===== config.mk =====
export PLATFORM = sky130hd
export DESIGN_NAME = pkrt_alu
export DESIGN_NICKNAME = d
export VERILOG_FILES = /design/src/sv/pkrt_pkg.sv /design/src/sv/pkrt_alu.sv
export SDC_FILE = /design/constraint.sdc
export NUM_CORES = 1
export LEC_CHECK = 0
export ABC_AREA = 0
export BUFFER_PORTS_ARGS = -buffer_cell sky130_fd_sc_hd__buf_2
export CAP_MARGIN = 5
export CORE_UTILIZATION = 50
export DETAILED_ROUTE_END_ITERATION = 7
export GPL_ROUTABILITY_DRIVEN = 0
export PLACE_DENSITY = 0.84
export SLEW_MARGIN = 20
export SYNTH_ARGS = -nofsm -noshare
export SYNTH_HDL_FRONTEND = slang
export SYNTH_SLANG_ARGS = --single-unit

===== constraint.sdc =====
create_clock -name vclk -period 10.3
set_input_delay 3.09 -clock vclk [all_inputs]
set_output_delay 3.09 -clock vclk [all_outputs]
set_load 0.005 [all_outputs]

===== src/sv/pkrt_pkg.sv =====
package pkrt_pkg;

	localparam int NUM_KEYS_DEF   = 256;
	localparam int RING_DEPTH_DEF = 32;

	localparam int TS_W       = 32;
	localparam int WIN_W      = 16;
	localparam int OP_W       = 3;
	localparam int KEY_CODE_W = 8;
	localparam int RECENT_W   = 6;
	localparam int IN_DATA_W  = 80;
	localparam int OUT_DATA_W = 72;

	localparam logic [WIN_W-1:0] WINDOW_RESET = 16'd1000;

	localparam logic [OP_W-1:0] OP_KEY_EVENT    = 3'd0;
	localparam logic [OP_W-1:0] OP_QUERY        = 3'd1;
	localparam logic [OP_W-1:0] OP_SET_TOTAL    = 3'd2;
	localparam logic [OP_W-1:0] OP_CLEAR_TOTALS = 3'd3;
	localparam logic [OP_W-1:0] OP_CLEAR_ALL    = 3'd4;

	typedef enum logic [2:0] {
		ST_INIT,
		ST_IDLE,
		ST_CLEAR,
		ST_KEY_RD,
		ST_KEY_WAIT,
		ST_PRUNE_RD,
		ST_PRUNE_CMP,
		ST_APPLY
	} pkrt_state_t;

	// key table port control
	typedef struct packed {
		logic rd_en;
		logic we_state;
		logic we_ring;
		logic clear;
	} kt_ctl_t;

endpackage


===== src/sv/pkrt_alu.sv =====
module pkrt_alu (
	input  logic [pkrt_pkg::TS_W-1:0]  a,
	input  logic [pkrt_pkg::TS_W-1:0]  b,
	input  logic [pkrt_pkg::WIN_W-1:0] window,
	output logic [pkrt_pkg::TS_W-1:0]  diff,
	output logic                       stale
);

	// modulo 2^32 age and window compare
	assign diff  = a - b;
	assign stale = diff > {{(pkrt_pkg::TS_W-pkrt_pkg::WIN_W){1'b0}}, window};

endmodule


; Yosys cells after proc, flatten, opt, wreduce, memory -nomap -nowiden
; Cells that the tools add are included.
[totals]
wordCells = 2
regBits = 0
inputBits = 80
output_inout_bits = 33
[op_classes]
magnitude_cmp = 1
add_sub_neg = 1
[op_table]
columns = op, count
row1 = $gt A32 B16 Y1, 1
row2 = $sub A32 B32 Y32, 1

; Longest topological paths before layout
; Gate-level depths: netlist of run 1.
[logic_depth]
word_depth = 2
mapped_depth = 20
ltp_nobuf = 20

; Worst setup path before layout of run 1
; OpenSTA, ideal clock, no wires.
[synth_path]
kind = input to output
start = in a[0] in the netlist's numbering
end = out stale
path_buffers = 0
required_time_ns = 7.210
slack_ns = 0.397
cell_stages = 20
arrival_ns = 6.813
cell_sequence = inv_1 ha_1 inv_1 fa_1 a21o_1 a311o_2 a31oi_1 o21bai_1 a21oi_1 xnor2_1 ha_1 nand4_1 nor3_1 nand2_1 o31ai_1 o221a_2 o211ai_1 a2111oi_4 nand4_1 or4_1
[synth_between]
elab_chain_cells = 2
[synth_rtl]
columns = item, line
row1 = "start, declared", pkrt_alu.sv:2  ; input logic [pkrt_pkg::TS_W-1:0] a,
row2 = $sub A32 B32 Y32, pkrt_alu.sv:10  ; assign diff = a - b;
row3 = "via diff, one bit", pkrt_alu.sv:5  ; output logic [pkrt_pkg::TS_W-1:0] diff,
row4 = $gt A32 B16 Y1, pkrt_alu.sv:11  ; assign stale = diff > {{(pkrt_pkg::TS_W-pkrt_pkg::WIN_W){1'b0}}, window};
row5 = "end, declared", pkrt_alu.sv:6  ; output logic stale
; The timed path passes the listed nets, and every way through them passes these cells.

; Final worst setup path of run 1
[layout_path]
start = in a[0] in the netlist's numbering
end = out stale
[layout_between]
elab_chain_cells = 2
[layout_rtl]
columns = item, line
row1 = $sub A32 B32 Y32, pkrt_alu.sv:10
row2 = $gt A32 B16 Y1, pkrt_alu.sv:11
; Every way passes these cells.

==> flow_metrics.py, run 1 <==
metrics = {
    "status": {
        "status": "complete, no violations",
    },
    "clock_tree": {
        "postCtsHoldBufs": 0,
    },
    "sta": {
        "max_slew_margin_pct": 61.6,
        "fin_crit_ns": 10.08,
        "hold_viol": 0,
        "period_share_pct": 97.8,
        "max_freq_mhz": 99.3,
        "final_max_slew_viol_count": 0,
        "setup_viol": 0,
        "holdWs_ns": 6.57,
        "tightest_slew_ns": 0.569,
    },
    "place": {
        "dp.cells": 522,
        "dp_hpwl_mm": 6.08,
        "numPortBuffers": 113,
        "dpl_cell_area_um2": 3050,
    },
    "synthesis": {
        "yosysSeqAreaShare_pct": 0,
        "synth-adder-area-share_pct": 25.0,
        "yosysMostFrequentCell": "inv_1",
        "synth-simple-area-share_pct": 22.4,
        "synth_top_area_share_pct": 24.2,
        "synth_area_um2": 2430,
        "postSynthAreaPerCell_um2": 6.73,
        "synth_compound_area_share_pct": 32.7,
        "synthTopCellsByCount": "55 x inv_1, 47 x ha_1, 40 x a21oi_1",
        "synth-xor-area-share_pct": 8.66,
        "synth.area.top_cells": "ha_1 24%, inv_1 8.5%, a21oi_1 8.2%",
        "ys_warn_count": 0,
        "synth_cell_types": 57,
        "synthCells": 361,
        "synth_nets": 489,
        "synthMuxAreaShare_pct": 1.80,
        "synth_top_family_by_area": "compound AO/OA/AOI/OAI gates",
        "yosys.area.top_type": "ha_1",
    },
    "global_route": {
        "antenna_found_initial": 0,
        "grt_pass1_wl_mm": 11.5,
        "grt_use_total_pct": 26.5,
        "grt_pass1_vias": 2843,
        "grt_max_degree": 12,
        "grt-ovfl-total": 0,
    },
    "layout": {
        "drive_gt1_share_pct": 30.6,
        "nClkBuffers": 0,
        "seqCellArea_um2": 0,
        "final_cells": 526,
        "fillCellCount": 395,
        "nets": 604,
        "syn_to_final_growth_pct": 30.2,
        "seq_cells": 0,
        "antenna_cells": 0,
        "fin_area_um2": 3160,
    },
    "route": {
        "postRouteAntennaNets": 0,
        "totalWireLength_mm": 7.12,
        "drcViolationCount": 0,
        "wl_per_cell_um": 13.5,
        "first_pass_iters": 4,
        "drt-initial-drc-count": 140,
        "viasPerCell": 5.75,
        "vias": 3026,
    },
    "pwr": {
        "powerDensity_nw_per_um2": 74.4,
        "p_total_mw": 0.235,
        "ir_worst_vdd_mv": 0.0389,
        "leakage_nw": 1.72,
    },
    "die": {
        "die_area_um2": 5140,
        "row_count": 24,
        "fp.coreArea_um2": 4500,
        "io_pins": 113,
        "die_h_um": 71.7,
        "start_util_pct": 53.9,
        "fp.dieW_um": 71.7,
    },
    "setup_path": {
        "worst_setup_path_end_kind": "output pin",
        "crit_path_max_fanout": 3,
        "crit_start": "a[0]",
        "timing_worst_setup_path_type": "in -> out",
        "crit_path_start_kind": "input port",
        "critPathArrivalTime_ns": 6.99,
        "crit_path_end": "stale",
        "crit_required_ns": 7.21,
    },
    "flow_run": {
        "cap_violations": 0,
    },
    "worst_hold_path": {
        "min_path_type": "in -> out",
    },
}
==> layer usage <==
layer | wire (um) | part of all wire (%) | vias to the layer above | global-route usage [%]
li1 | - | - | 1515 | -
met1 | 2930 | 41 | 1352 | 32.7
met2 | 3560 | 50 | 145 | 49.2
met3 | 517 | 7.3 | 14 | 2.53
met4 | 112 | 1.6 | 0 | 6.54
met5 | 0 | 0 | - | 0
==> where the power goes <==
group	internal (mW)	leakage (nW)	switching [mW]
Clock	0	0	0
Sequential	0	0	0
Combinational	0.107	1.72	0.128
==> placed cells by master (no fill, tap or decap), types with 4 or more instances in the layout <==
cell type	synthesis	layout
nand4_1	8	8
inv_1	55	53
nand2b_1	5	5
ha_1	47	46
o21ai_1	8	8
a21o_1	11	11
buf_4	0	6
a21oi_1	40	37
nor3_1	6	5
and2_1	8	8
xnor2_1	14	12
o211ai_1	5	5
nor2_1	27	26
o21ai_0	9	9
a211oi_1	4	4
nand2_1	31	31
buf_2	0	112
o21bai_1	5	5
xor2_1	10	10
nand3_1	12	12
==> timing repair <==
item | in CTS | in global routing
pin swaps | 2 | 17
setup endpoints to repair | 1 | 1
buffers inserted | 0 | 4
gates resized for setup | 3 | 14
==> how the worst min path moves through the flow <==
stage,slack [ns],end,cells after the start,startpoint
floorplan,6.34,diff[0],2,b[0]
global placement,6.55,diff[0],4,b[0]
detailed placement,6.56,diff[0],4,b[0]
CTS,6.56,diff[0],4,b[0]
global route,6.59,diff[0],4,b[0]
finish,6.57,diff[0],4,b[0]
==> per-stage QoR <==
stage          utilization [%]  TNS [ns]  setup slack (ns)
3_5_place_dp              67.8    -0.111            -0.111
2_1_floorplan                -         0             0.397
5_1_grt                   70.2   -0.0192           -0.0192
6_report                  70.2         0             0.225
3_3_place_gp              67.8         0            0.0473
4_1_cts                   68.1         0            0.0372
==> cells by family after synthesis <==
kind of cell             Yosys count
AO/OA/AOI/OAI                    114
AND/OR/NAND/NOR                  110
XOR/XNOR                          24
buffers and inverters             61
adder cells (fa/ha/maj)           48
multiplexers                       4
==> area by class of cell <==
cell class | instances | area [um^2] | share of cell area [%]
well taps | 52 | 65.1 | 2.06
inverters | 55 | 206 | 6.53
multi-input cells | 300 | 2270 | 71.9
repair buffers | 119 | 617 | 19.5
==> worst max-delay path, stage by stage <==
cell and delay, ns:
buf_6 0.09, inv_2 0.05, ha_4 0.12, inv_2 0.04, fa_2 0.38, a21o_1 0.22, a311o_2 0.36, a31oi_4 0.19
o21bai_1 0.11, a21oi_2 0.20, xnor2_2 0.10, ha_1 0.28, nand4_1 0.13, nor3_2 0.23, nand2_1 0.09, o31ai_2 0.06
o221a_2 0.22, o211ai_1 0.13, a2111oi_4 0.21, nand4_1 0.13, or4_1 0.39, buf_2 0.14
Note: power is estimated with default switching activity, not from simulation.
==> run 2: changes to the inputs <==
==> constraint.sdc (replaced) <==
create_clock -name vclk -period 10.3
set_input_delay 2.06 -clock vclk [all_inputs]
set_output_delay 2.06 -clock vclk [all_outputs]
set_load 0.005 [all_outputs]
==> run 2 against run 1 <==
Hold slack got worse by 2.1 ns; sequential share of layout area unchanged; via count down 1.9%; combinational power fell by 6%; utilization shrank 2.8 points; final cell count fell by 1.1%; final area down 4.0%; critical endpoint unchanged; largest cell class unchanged; highest routed layer unchanged.
==> flow_metrics.py, run 2 (same netlist as run 1, synthesis figures left out) <==
metrics = {
    "route": {
        "postRouteAntennaNets": 0,
        "drcViolationCount": 0,
        "totalWireLength_mm": 6.85,
        "drt-initial-drc-count": 139,
        "vias": 2968,
        "first_pass_iters": 4,
        "viasPerCell": 5.71,
        "wl_per_cell_um": 13.2,
    },
    "global_route": {
        "grt_pass1_wl_mm": 11.0,
        "grt_max_degree": 12,
        "grt_pass1_vias": 2725,
        "grt-ovfl-total": 0,
        "grt_use_total_pct": 25.2,
        "antenna_found_initial": 0,
    },
    "setup_path": {
        "crit_required_ns": 8.24,
        "critPathArrivalTime_ns": 6.39,
        "crit_path_start_kind": "input port",
        "timing_worst_setup_path_type": "in -> out",
        "worst_setup_path_end_kind": "output pin",
        "cp_slowest_cell": "or4_1",
        "crit_path_max_fanout": 3,
        "path_cells": "buf_2 > inv_1 > ha_1 > inv_1 > fa_1 > a21o_1 > a311o_2 > a31oi_1 > o21bai_1 > a21oi_1 > xnor2_1 > ha_1 > nand4_1 > nor3_1 > nand2_1 > o31ai_1 > o221a_2 > o211ai_1 > a2111oi_4 > nand4_1 > or4_1 > buf_2",
        "max_stage_delay_ns": 0.47,
    },
    "sta": {
        "max_slew_margin_pct": 63.2,
        "tightest_slew_ns": 0.545,
        "fin_ws_ns": 1.85,
        "holdWs_ns": 4.49,
        "fin_crit_ns": 8.45,
        "final_max_slew_viol_count": 0,
        "setup_viol": 0,
        "hold_viol": 0,
        "period_share_pct": 82.1,
        "final.setup.tns_ns": 0,
        "rsz0062_at_grt": "no",
        "max_freq_mhz": 118,
    },
    "worst_hold_path": {
        "hold_end": "diff[0]",
        "whs_path_depth": 4,
        "hp-start": "b[0]",
        "min_path_type": "in -> out",
    },
    "die": {
        "io_pins": 113,
        "die_h_um": 71.7,
        "fp.dieW_um": 71.7,
        "row_count": 24,
        "start_util_pct": 53.9,
        "die_area_um2": 5140,
        "fp.coreArea_um2": 4500,
    },
    "clock_tree": {
        "postCtsHoldBufs": 0,
        "cts_setup_buffers": 0,
        "cts-resized-gates": 0,
    },
    "place": {
        "pre_cts_ws_ns": 1.90,
        "numPortBuffers": 113,
        "dp.cells": 520,
        "dp_hpwl_mm": 6.00,
        "dpl_cell_area_um2": 3040,
    },
    "layout": {
        "layout_commonest_cell": "buf_2",
        "nets": 598,
        "final_cell_mix": "113 x buf_2, 55 x inv_1, 47 x ha_1, 40 x a21oi_1, 31 x nand2_1",
        "fin_area_um2": 3040,
        "fillCellCount": 418,
        "final_cells": 520,
        "seqCellArea_um2": 0,
        "seq_cells": 0,
        "syn_to_final_growth_pct": 25.0,
        "drive_gt1_share_pct": 26.9,
        "fin_util_pct": 67.4,
        "nClkBuffers": 0,
        "antenna_cells": 0,
    },
    "pwr": {
        "leakage_nw": 1.67,
        "p_total_mw": 0.221,
        "ir_worst_vdd_mv": 0.0386,
        "powerDensity_nw_per_um2": 72.7,
    },
    "flow_run": {
        "cap_violations": 0,
    },
    "status": {
        "status": "complete, no violations",
    },
}
run 2: cell count changes in the layout (fill, tap and decap cells not counted), moves of 2 or more:
cell / before / now
buf_4: 6 / 0
inv_1: 53 / 55
a21oi_1: 37 / 40
inv_2: 2 / 0
a21oi_2: 3 / 0
xnor2_1: 12 / 14
xnor2_2: 2 / 0
run 2: worst max-delay path by stage:
stage,start,endpoint,slack (ns)
global placement,a[0],stale,2.08
floorplan,a[0],stale,2.46
finish,a[0],stale,1.85
detailed placement,a[0],stale,1.90
global route,a[0],stale,1.53
CTS,a[0],stale,1.87
run 2: critical path: cells and delay by family:
family / cells / cell delay [ns]
AO/OA/AOI/OAI: 9 / 2.00
buffers and inverters: 4 / 0.33
AND/OR/NAND/NOR: 5 / 1.05
XOR/XNOR: 1 / 0.11
adder cells (fa/ha/maj): 3 / 0.84
run 2: power by group:
part / internal, mW / switching [mW]
registers: 0 / 0
logic: 0.0990 / 0.122
clock network: 0 / 0
total: 0.0990 / 0.122
run 2: cell type report:
type	count	area, um^2	area share, %
repair buffers	113	566	18.6
multi-input cells	300	2200	72.4
well taps	52	65.1	2.14
inverters	55	206	6.80
run 2: layer usage:
layer  part of all wire (%)  global-route usage [%]
met5                      0                       0
met4                    1.2                    5.88
met3                    7.2                    1.69
met2                     50                    47.6
met1                     42                    30.9
